[src/rtl/core/lec_pkg.sv]
// ----------------------------------------------------------------------------
// Line edit coalescer package
// Payload types, command codes, datapath operations and saturation helpers.
// ----------------------------------------------------------------------------
package lec_pkg;

   localparam int LW    = 20;
   localparam int ACC_W = LW + 8;

   localparam logic [1:0] CMD_INSERT = 2'd0;
   localparam logic [1:0] CMD_ERASE  = 2'd1;
   localparam logic [1:0] CMD_FLUSH  = 2'd2;
   localparam logic [1:0] CMD_UNUSED = 2'd3;

   typedef logic signed [ACC_W-1:0] acc_type;

   typedef struct packed {
      logic [1:0]    cmd;
      logic [LW-1:0] begin_line;
      logic [LW-1:0] begin_column;
      logic [LW-1:0] end_line;
      logic          at_end;
   } req_type;

   typedef struct packed {
      logic signed [LW:0] old_line;
      logic [LW-1:0]      cur_line;
      logic [LW-1:0]      lines_removed;
      logic [LW-1:0]      lines_added;
      logic               entry_valid;
      logic               last;
      logic               overflow;
   } rsp_type;

   typedef struct packed {
      logic signed [LW:0] old_line;
      logic [LW-1:0]      cur_line;
      logic [LW-1:0]      removed;
      logic [LW-1:0]      added;
   } entry_type;

   typedef enum logic [3:0] {
      OP_IDLE,
      OP_LOAD,
      OP_SCAN_RD,
      OP_SCAN_EAT,
      OP_FOLD_A,
      OP_FOLD_B,
      OP_DROP,
      OP_COPY_RD,
      OP_COPY_WR,
      OP_INSERT,
      OP_COMMIT,
      OP_FLUSH_RD,
      OP_FLUSH_OUT,
      OP_FLUSH_EMPTY,
      OP_FLUSH_END
   } dp_op_type;

   typedef struct packed {
      logic scan_done;
      logic drop;
      logic insert_now;
      logic copy_done;
      logic flush_empty;
      logic flush_done;
   } dp_stat_type;

   function automatic acc_type uext(input logic [LW-1:0] v);
      return $signed({{(ACC_W-LW){1'b0}}, v});
   endfunction

   function automatic acc_type sext(input logic signed [LW:0] v);
      return $signed({{(ACC_W-LW-1){v[LW]}}, v});
   endfunction

   function automatic logic [LW-1:0] sat_u(input acc_type v);
      logic [LW-1:0] r;
      if (v < 0) begin
         r = '0;
      end else if (v > uext({LW{1'b1}})) begin
         r = {LW{1'b1}};
      end else begin
         r = v[LW-1:0];
      end
      return r;
   endfunction

   function automatic logic signed [LW:0] sat_s(input acc_type v);
      logic signed [LW:0] r;
      if (v < sext({1'b1, {LW{1'b0}}})) begin
         r = {1'b1, {LW{1'b0}}};
      end else if (v > sext({1'b0, {LW{1'b1}}})) begin
         r = {1'b0, {LW{1'b1}}};
      end else begin
         r = v[LW:0];
      end
      return r;
   endfunction

endpackage

[src/rtl/core/lec_ctrl.sv]
// ----------------------------------------------------------------------------
// Line edit coalescer controller
// Sequences the scan, fold, copy and flush phases of the datapath.
// ----------------------------------------------------------------------------
module lec_ctrl (
   input  logic                 clock,
   input  logic                 reset,
   input  logic                 start,
   input  logic [1:0]           cmd,
   output logic                 busy,
   output lec_pkg::dp_op_type   op,
   input  lec_pkg::dp_stat_type stat
);
   import lec_pkg::*;

   typedef enum logic [3:0] {
      S_IDLE,
      S_SCAN,
      S_EAT,
      S_FOLD_A,
      S_FOLD_B,
      S_COPY,
      S_COPY_WR,
      S_FLUSH,
      S_FLUSH_OUT
   } state_type;

   state_type state_ff;
   state_type state_in;
   logic      busy_ff;

   always_comb begin
      state_in = state_ff;
      op       = OP_IDLE;
      unique case (state_ff)
         S_IDLE: begin
            if (start) begin
               if (cmd == CMD_FLUSH) begin
                  op       = OP_LOAD;
                  state_in = S_FLUSH;
               end else if (cmd != CMD_UNUSED) begin
                  op       = OP_LOAD;
                  state_in = S_SCAN;
               end
            end
         end
         S_SCAN: begin
            if (stat.scan_done) begin
               state_in = S_FOLD_A;
            end else begin
               op       = OP_SCAN_RD;
               state_in = S_EAT;
            end
         end
         S_EAT: begin
            op       = OP_SCAN_EAT;
            state_in = S_SCAN;
         end
         S_FOLD_A: begin
            op       = OP_FOLD_A;
            state_in = S_FOLD_B;
         end
         S_FOLD_B: begin
            if (stat.drop) begin
               op       = OP_DROP;
               state_in = S_IDLE;
            end else begin
               op       = OP_FOLD_B;
               state_in = S_COPY;
            end
         end
         S_COPY: begin
            if (stat.insert_now) begin
               op = OP_INSERT;
            end else if (stat.copy_done) begin
               op       = OP_COMMIT;
               state_in = S_IDLE;
            end else begin
               op       = OP_COPY_RD;
               state_in = S_COPY_WR;
            end
         end
         S_COPY_WR: begin
            op       = OP_COPY_WR;
            state_in = S_COPY;
         end
         S_FLUSH: begin
            if (stat.flush_empty) begin
               op       = OP_FLUSH_EMPTY;
               state_in = S_IDLE;
            end else if (stat.flush_done) begin
               op       = OP_FLUSH_END;
               state_in = S_IDLE;
            end else begin
               op       = OP_FLUSH_RD;
               state_in = S_FLUSH_OUT;
            end
         end
         S_FLUSH_OUT: begin
            op       = OP_FLUSH_OUT;
            state_in = S_FLUSH;
         end
         default: begin
            state_in = S_IDLE;
         end
      endcase
   end

   always_ff @(posedge clock) begin
      if (reset) begin
         state_ff <= S_IDLE;
         busy_ff  <= 1'b0;
      end else begin
         state_ff <= state_in;
         busy_ff  <= (state_in != S_IDLE);
      end
   end

   assign busy = busy_ff;

endmodule

[config.mk]
export PLATFORM = sky130hd
export DESIGN_NAME = lec_ctrl
export DESIGN_NICKNAME = d
export VERILOG_FILES = /design/src/rtl/core/lec_pkg.sv /design/src/rtl/core/lec_ctrl.sv
export SDC_FILE = /design/constraint.sdc
export NUM_CORES = 1
export LEC_CHECK = 0
export ABC_AREA = 0
export BUFFER_PORTS_ARGS = -buffer_cell sky130_fd_sc_hd__buf_4
export CAP_MARGIN = 20
export CORE_MARGIN = 2
export CORE_UTILIZATION = 30
export DETAILED_ROUTE_END_ITERATION = 6
export PLACE_DENSITY = 0.54
export SYNTH_ARGS = -nofsm -noshare
export SYNTH_HDL_FRONTEND = slang
export SYNTH_SLANG_ARGS = --single-unit
[constraint.sdc]
create_clock -name clock -period 1.6 [get_ports clock]
set_input_delay 0.08 -clock clock [delete_from_list [all_inputs] [get_ports clock]]
set_output_delay 0.08 -clock clock [all_outputs]
set_load 0.005 [all_outputs]
---- After elaboration in Yosys (flattened, before gate mapping) ----
Cells that the tools add are included.
Widths: inputs -> output; s select.
word-level totals
  register bits after elaboration ......... 5
  bits of input ports ..................... 11
  output and inout port bits .............. 5
  logic and storage cells ................. 34
cells by class
  equality and inequality tests ........... 10
  mux-type cells .......................... 20
  reductions and logical operators ........ 2
operators by type and width
  kind                count
  $pmux 4 s9          2
  $mux 4              8
  $eq 4x3->1 const B  4
  $mux 3              4
  $eq 4x2->1 const B  2
  $eq 4x1->1 const B  1
  $eq 4x4->1 const B  1
  $logic_not 4->1     1
  $mux 1              4
  $mux 2              2
  $reduce_bool 4->1   1
  $eq 2x2->1 const B  1
  $ne 2x2->1 const B  1

---- Logic depth before layout (Yosys ltp) ----
Gate-level depths: netlist of run 1.
  depth after elaboration ................. 6
  depth in mapped cells ................... 6

---- Worst setup path after synthesis of run 1 ----
No wires, ideal clock.
  path type ............................... register -> register
  from .................................... reg state_ff[2]
  to ...................................... reg busy_ff (netlist: busy)
  library setup time ...................... 0.134 ns
  arrival ................................. 1.093 ns
  required time ........................... 1.466 ns
  slack ................................... 0.373 ns
  cell stages (with the launch flop) ...... 6
  buffers on the path ..................... 1
  cells stage by stage .................... dfxtp_1 buf_4 nor2_1 a221oi_2 o22a_1 a41oi_2
on the way
  word-level cells in the longest chain between the ends .. 5
  elaborated cells between the ends (all ways) .. 15
  those cells by class .................... eq/ne: 8; mux: 5; reduce/logical: 2
RTL lines
  what                      RTL line         RTL
  start: declaration        lec_ctrl.sv:28   state_type state_ff;
  start signal: assignment  lec_ctrl.sv:114  state_ff <= state_in;
  $mux 4                    lec_ctrl.sv:41   end else if (cmd != CMD_UNUSED) begin
  $mux 4                    lec_ctrl.sv:38   if (cmd == CMD_FLUSH) begin
  $mux 4                    lec_ctrl.sv:37   if (start) begin
  $pmux 4 s9 *              lec_ctrl.sv:35   unique case (state_ff)
  $reduce_bool 4->1 *       lec_ctrl.sv:115  busy_ff <= (state_in != S_IDLE);
  end signal: assignment    lec_ctrl.sv:115
  end: declaration          lec_ctrl.sv:30   logic busy_ff;
Mark *: on every way between the ends. The rest lies on a longest branch, timed or not.
A chain may end at the register's enable or synchronous reset.

---- Worst setup path in the final report of run 1 ----
  from .................................... reg state_ff[0]
  to ...................................... out op[0]
on the way
  word-level cells in the longest chain between the ends .. 2
  elaborated cells between the ends (all ways) .. 10
  those cells by class .................... eq/ne: 8; mux: 1; reduce/logical: 1
RTL lines
  what                                RTL line        RTL
  $eq 4x4->1 (tied with other cells)  lec_ctrl.sv:35
  $pmux 4 s9 *                        lec_ctrl.sv:35
  end: declaration                    lec_ctrl.sv:11  output lec_pkg::dp_op_type op,
Marks and branches as above.

==> impl_results.md, run 1 <==
- Setup TNS Final: 0 ps
- CP endpoint kind: primary output
- Req. time, crit path: 1520 ps
- Worst slew margin: around 78%
- Crit start category: flip-flop
- RSZ-0062 raised after global routing: no
- Clock Sinks: 5
- Yosys top cell by area: dfxtp_1
- Pwr dens: slightly above 900 nW/µm²
- WL per Instance: 12.6 µm
- Global-route wire length before repair: 1880 µm
- Num CTS Buffers: 3
- Initial drt markers: 17
- Filler instances: between 150 and 200
- GP Congestion: 0.757
- CTS tree: done
- DP Wirelength: 889 µm
- Largest net degree at the start of global routing: 18
- Final Non-Filler Cells: 97
- Syn Inst Count: 60
- Post-route antenna net violation count: 0
- Post-synthesis cell type count: 34
- Ys flop type: dfxtp_1
- PortBufs: 15
- Starting density of the core: between 30 and 40%
- Max-Cap Viols: 0
- Worst-Skew Late Latency: 240 ps
- Die X: 44.3 µm
- Die area: 1970 µm²
- Vias in the first global route: 462
- Syn Area/Cell: 8.13 µm²
- Nets: 93
- Reg2reg start: state_ff[0]$_SDFF_PP0_
- Maximum VDD drop: 0.000402 V
- CP max FO: 15
- Ratio of cells with drive above 1 in the final layout: 42.0%
- WS Path Type: reg2out
- Worst R2R Path Depth: 6
- Outcome: finished clean
- CTS Buffer Depth: 2
- Hold Crit Start: reset
- Clock power frac: 22.2%
- Tot GR Track Use: 12.8%
- Int Power: 427 µW
- Area share of the largest cell type after synthesis: approximately a fifth
- Post-layout util: 45.0%
- Final min period: between 1500 and 2000 ps
- Synthesis-to-layout area growth: 40.5%
- Number of vias per cell: between 5 and 6
- Synthesized flop and latch total: 5
- Count of warnings emitted by yosys: 0
- Crit path DAT: about 1400 ps
- FP Rows: 14
- Drc violations: 0
- Share of power burned in registers: between 20% and 30%
- P_sw: 206 µW
- Worst-Margin Slew: between 300 and 400 ps
- Ys async rst share: 0%
- M1 wire length: 560 µm
- Number of cells on the worst hold path: 2
- Clock root cell: clkbuf_4
- Period utilisation layout: 94.2%
- H-tree depth: 1
- Via Count: 517
- Capture point of the worst reg-to-reg path: busy$_SDFF_PP0_
- # IOs: 16
- Fin worst setup slack: 93.5 ps
- Total grt overflow: 0
- Drt total wl: 1220 µm
- R2r setup slk: 160 ps
- Die Height: 44.3 µm
- Met3 wire length: around 60 µm
- Sw Ratio: 32.6%
- Synth area leaders: dfxtp_1 21%, nor2_1 5.4%, nor2b_1 5.1%
- Register area share after synthesis: 20.5%
- Max Slew Vio Count: 0
- # setup viols final: 0
- Final hold viol count: 0
- Register area: 103 µm²
- Drt pass-1 iters: 4
- Hold slack: 31.4 ps
- Antenna violations before repair: 0
- Syn Std Cell Area: 488 µm²
- Net Count, Synth: 71
- Combinational Power Share: ~52%
- Diode count: 0
- Clock-pin slew on the worst setup and hold paths: 40 ps
- Final Skew: 0.881 ps
- End of the worst hold path: busy$_SDFF_PP0_
- Fmax: 664 MHz
- Leak Pwr: 0.000287 µW
- EDFF count, synth: 0
- Placed insts: 89
- Metal2 WL: 598 µm
- Cts hold-fix bufs: 0
- Hold Path Class: in2reg
- Multi-input gate area: 357 µm²
- Place WS: 217 ps
- Top Metal Used: met3
- Core ar.: 1520 µm²
logic make-up after synthesis:
| kind of cell | share of synthesized area, % |
|---|---|
| AND/OR/NAND/NOR | 33.8 |
| AO/OA/AOI/OAI | 32.3 |
| buffers and inverters | 9.74 |
| flip-flops | 20.5 |
| XOR/XNOR | 3.59 |
final cells by class:
| type | instances | area share, % |
|---|---|---|
| multi-input cells | 48 | 52.0 |
| well taps | 16 | 2.92 |
| inverters | 2 | 1.09 |
| repair buffers | 22 | 25.2 |
| clock buffers | 4 | 3.83 |
| flip-flops and latches | 5 | 15.0 |
power groups by stage:
stage	Sequential, µW	Combinational (µW)	Clock [µW]
6_report	165	327	141
5_1_grt	168	357	162
4_1_cts	163	285	151
3_5_place_dp	164	278	0
3_3_place_gp	164	281	0
2_1_floorplan	157	205	0
through the flow:
| stage | instance area, µm² | total power, µW |
|---|---|---|
| 2_1_floorplan | 488 | 362 |
| 3_3_place_gp | 603 | 446 |
| 3_5_place_dp | 603 | 442 |
| 4_1_cts | 638 | 598 |
| 5_1_grt | 686 | 687 |
| 6_report | 686 | 633 |
cell usage in the layout (no fill, tap or decap):
master / instances
nand2b_2: 1
nor2b_1: 3
clkbuf_1: 1
a32oi_1: 2
a311oi_2: 1
o21ai_0: 2
buf_8: 1
dfxtp_1: 3
buf_4: 21
o22ai_1: 1
a31oi_1: 2
nor4b_4: 1
o21ai_1: 1
nand2_1: 4
o211ai_1: 1
o2bb2ai_1: 1
a221oi_2: 1
nor2_1: 7
xor2_1: 1
xnor2_1: 1
or2_1: 1
inv_1: 2
nor3b_1: 1
a21o_1: 1
nor3_1: 1
a22o_1: 1
a41oi_2: 1
nand4_1: 1
o32a_1: 1
dfxtp_2: 2
and2_1: 1
nor2b_2: 1
nand2b_1: 1
clkbuf_4: 3
nand3b_1: 3
o22a_1: 1
nand2b_4: 1
o21a_1: 2
worst max-delay path: stages (launching register included):
cell       delay [ps]
dfxtp_2           310
buf_8             140
nor4b_4           320
a22o_1            190
o2bb2ai_1         110
buf_4             120
repair_timing:
action / in CTS / in global routing
pin swaps: 0 / 3
setup endpoints to repair: 1 / 2
resized for setup: 2 / 5
setup buffers: 0 / 4
sequential cells by signal, summed over array words and instances (netlist names):
name and cells:
state_ff 4, busy 1
synth_stat cells (2+ instances only):
library cell and number:
inv_1 2, a31oi_1 2, buf_2 2, nand2b_1 2
nand3b_1 3, o21a_1 2, nand2_1 4, o21ai_0 2
a32oi_1 2, nor2b_1 4, nor2_1 7, dfxtp_1 5
buf_6 2
how the worst max path moves through the flow:
stage,slack (ps),end,cells past startpoint,from
after CTS,10,op[0],4,state_ff[2]$_SDFF_PP0_
after global routing,4,op[2],5,state_ff[2]$_SDFF_PP0_
after floorplan,370,busy$_SDFF_PP0_,5,state_ff[2]$_SDFF_PP0_
after detailed placement,220,busy$_SDFF_PP0_,4,state_ff[2]$_SDFF_PP0_
final,90,op[0],5,state_ff[0]$_SDFF_PP0_
after global placement,240,busy$_SDFF_PP0_,4,state_ff[2]$_SDFF_PP0_
routing by layer:
metal / global-route usage, % / vias to the layer above
li1: - / 265
met1: 17.8 / 233
met2: 19.1 / 19
met3: 1.22 / 0
met4: 7.27 / 0
met5: 0 / -
No activity file was read; power rests on OpenSTA's default activity.
==> run 2, diff against run 1 <==
--- a/config.mk
+++ b/config.mk
@@ -5,7 +5,7 @@
 export SDC_FILE = /design/constraint.sdc
 export NUM_CORES = 1
 export LEC_CHECK = 0
-export ABC_AREA = 0
+export ABC_AREA = 1
 export BUFFER_PORTS_ARGS = -buffer_cell sky130_fd_sc_hd__buf_4
 export CAP_MARGIN = 20
 export CORE_MARGIN = 2
==> run 2 against run 1 <==
  * Combinational power up 65%
  * Critical endpoint is now op[1]
  * Register-to-register slack better by 240 ps
  * Routed wire length down 5.8%
  * Utilization down 2.1 points
  * Non-clock buffer count down 7
  * Fmax up 1.8%
  * Worst hold slack worse by 6.4 ps
  * Global-route usage up 2.0 points
  * Critical path depth up 2
  * Setup slack better by 26 ps
==> impl_results.md, run 2 <==
- Outcome: finished clean
- FP Rows: 14 (unchanged)
- Synth area leaders: dfxtp_1 21%, nor2_1 12%, nand3_1 11%
- Initial drt markers: 12 (-5)
- Int Power: 504 µW (+18%)
- Vias in the first global route: 508 (+10%)
- CP max FO: 5 (-10)
- Via Count: 555 (+7.4%)
- Final hold viol count: 0 (unchanged)
- CTS Buffer Depth: 2 (unchanged)
- Ratio of cells with drive above 1 in the final layout: 34.7% (-7.3 points)
- CTS tree: done
- GP Congestion: 0.789 (+4.2%)
- P_sw: 401 µW (+94%)
- Combinational Power Share: 59.8% (+8.2 points)
- Ys async rst share: 0% (unchanged)
- Die X: 43.5 µm (-1.8%)
- Post-route antenna net violation count: 0 (unchanged)
- Crit path DAT: 1400 ps (-30 ps)
- Fin worst setup slack: 120 ps (+26.5 ps)
- Capture point of the worst reg-to-reg path: busy$_SDFF_PP0_
- Post-synthesis cell type count: 21 (-38%)
- # IOs: 16 (unchanged)
- Reg2reg start: state_ff[1]$_SDFF_PP0_
- Area share of the largest cell type after synthesis: 21.3% (+0.82 points)
- Clock root cell: clkbuf_4
- Worst-Skew Late Latency: 240 ps (about the same)
- Period utilisation layout: 92.5% (-1.7 points)
- Drc violations: 0 (unchanged)
- Req. time, crit path: 1520 ps (about the same)
- Syn Std Cell Area: 469 µm² (-3.8%)
- Yosys top cell by area: dfxtp_1
- Worst R2R Path Depth: 8 (+2)
- Max-Cap Viols: 0 (unchanged)
- Global-route wire length before repair: 2100 µm (+12%)
- Core ar.: 1490 µm² (-2.3%)
- Worst slew margin: 83.6% (+6.0 points)
- Setup Fix Bufs, Post-CTS: 0 (unchanged)
- Synth cell count leaders: 15 x nor2_1, 13 x nand2_1, 11 x inv_1
- Placed cell area: 602 µm² (-0.21%)
- Most common cell after layout, fill and taps aside: buf_4
- # setup viols final: 0 (unchanged)
- EDFF count, synth: 0 (unchanged)
- Synthesized flop and latch total: 5 (unchanged)
- Cts hold-fix bufs: 0 (unchanged)
- Maximum VDD drop: 0.000573 V (+42%)
- Crit start category: flip-flop
- Drt total wl: 1150 µm (-5.8%)
- Antenna violations before repair: 0 (unchanged)
- Register area share after synthesis: 21.3% (+0.82 points)
- RSZ-0062 raised after global routing: no
- Leak Pwr: 0.000320 µW (+11%)
- Starting density of the core: 31.5% (-0.51 points)
- Clock power frac: 15.9% (-6.3 points)
- Syn Area/Cell: 5.94 µm² (-27%)
- Most frequent cells in the layout: 15 x buf_4, 14 x nor2_1, 13 x nand2_1
- Tot GR Track Use: 14.7% (+2.0 points)
- Hold Path Class: in2reg
- Net Count, Synth: 90 (+27%)
- Final Skew: 0.386 ps (-0.496 ps)
- Number of vias per cell: 4.87 (-8.7%)
- Fin area: 639 µm² (-6.8%)
- Placed insts: 110 (+24%)
- Synthesis-to-layout area growth: 36.3%
- Top reg by flops: state_ff
- Number of cells on the worst hold path: 2 (unchanged)
- Largest net degree at the start of global routing: 7 (-11)
- Die Height: 43.5 µm (-1.8%)
- End of the worst hold path: state_ff[1]$_SDFF_PP0_
- Final Non-Filler Cells: 114 (+18%)
- Max reg flops: 4 (unchanged)
- Max Slew Vio Count: 0 (unchanged)
- WL per Instance: 10.1 µm (-20%)
- Cell with the most instances after synthesis: nor2_1
- Syn Inst Count: 79 (+32%)
- Sw Ratio: 44.3% (+12 points)
- Hold Crit Start: reset
- Die area: 1900 µm² (-3.5%)
- PortBufs: 15 (unchanged)
- Setup TNS Final: 0 ps (unchanged)
- Final min period: 1480 ps (-26.5 ps)
- Place WS: 311 ps (+94.4 ps)
- Nets: 110 (+18%)
- Drt pass-1 iters: 4 (unchanged)
- Share of power burned in registers: 24.3% (-1.8 points)
- CP endpoint kind: primary output
- Diode count: 0 (unchanged)
- Clock-pin slew on the worst setup and hold paths: 40 ps (about the same)
- Count of warnings emitted by yosys: 0 (unchanged)
- DP Wirelength: 987 µm (+11%)
- Pwr dens: 1410 nW/µm² (+53%)
- R2r setup slk: 400 ps (+240 ps)
- Worst-Margin Slew: 246 ps (-89.4 ps)
- Clock Sinks: 5 (unchanged)
- Fmax: 676 MHz (+1.8%)
- Num CTS Buffers: 3 (unchanged)
- H-tree depth: 1 (unchanged)
- # resized after CTS: 0 (-2)
- Total grt overflow: 0 (unchanged)
- Ys flop type: dfxtp_1
- WS Path Type: reg2out
## run 2: metal layers
| metal | vias to the layer above | GRT usage (%) | share of wire (%) |
|---|---|---|---|
| met5 | - | 0 | 0 |
| met4 | 0 | 3.64 | 0 |
| met3 | 0 | 5.42 | 4.6 |
| met2 | 10 | 20.3 | 47 |
| met1 | 246 | 21.5 | 48 |
| li1 | 299 | - | - |
## run 2: worst max path at each step
stage	start	to	slack [ps]
floorplan	state_ff[2]$_SDFF_PP0_	state_ff[2]$_SDFF_PP0_	520
global placement	state_ff[1]$_SDFF_PP0_	op[1]	270
detailed placement	state_ff[1]$_SDFF_PP0_	op[1]	310
CTS	state_ff[1]$_SDFF_PP0_	op[1]	50
global route	state_ff[1]$_SDFF_PP0_	op[1]	2
finish	state_ff[1]$_SDFF_PP0_	op[1]	120
## run 2: area by class of cell
type	instances	area, µm²
sequential	5	104
clock buffer	4	26.3
timing repair buffer	15	113
fill	167	850
inverter	13	48.8
multi-input combinational	61	328
tap	16	20.0
## run 2: power groups by stage
stage	combinational (µW)	sequential (µW)	clock [µW]
after floorplan	354	209	0
after global placement	544	214	0
after detailed placement	532	216	0
after CTS	534	213	151
after global routing	611	227	166
final	541	220	144
## run 2: worst max-delay path: stages, from the launching register on
cell and delay (ps):
dfxtp_2 380, inv_1 100, nor2_1 130, nand2_1 110
o22ai_1 180, nor2_1 60, o211ai_1 70, buf_4 130
## run 2: cell families after synthesis
| logic type | share of synthesized area [%] |
|---|---|
| flops | 21.3 |
| simple gates | 53.1 |
| buf+inv | 10.4 |
| compound gates | 15.2 |
## run 2: through the flow
stage / hold slack [ps] / utilization (%) / power, µW
floorplan: 149 / - / 563
global placement: 282 / 40.4 / 758
detailed placement: 279 / 40.4 / 748
CTS: 23.8 / 42.2 / 899
global route: 10.6 / 42.9 / 1000
finish: 25.0 / 42.9 / 905
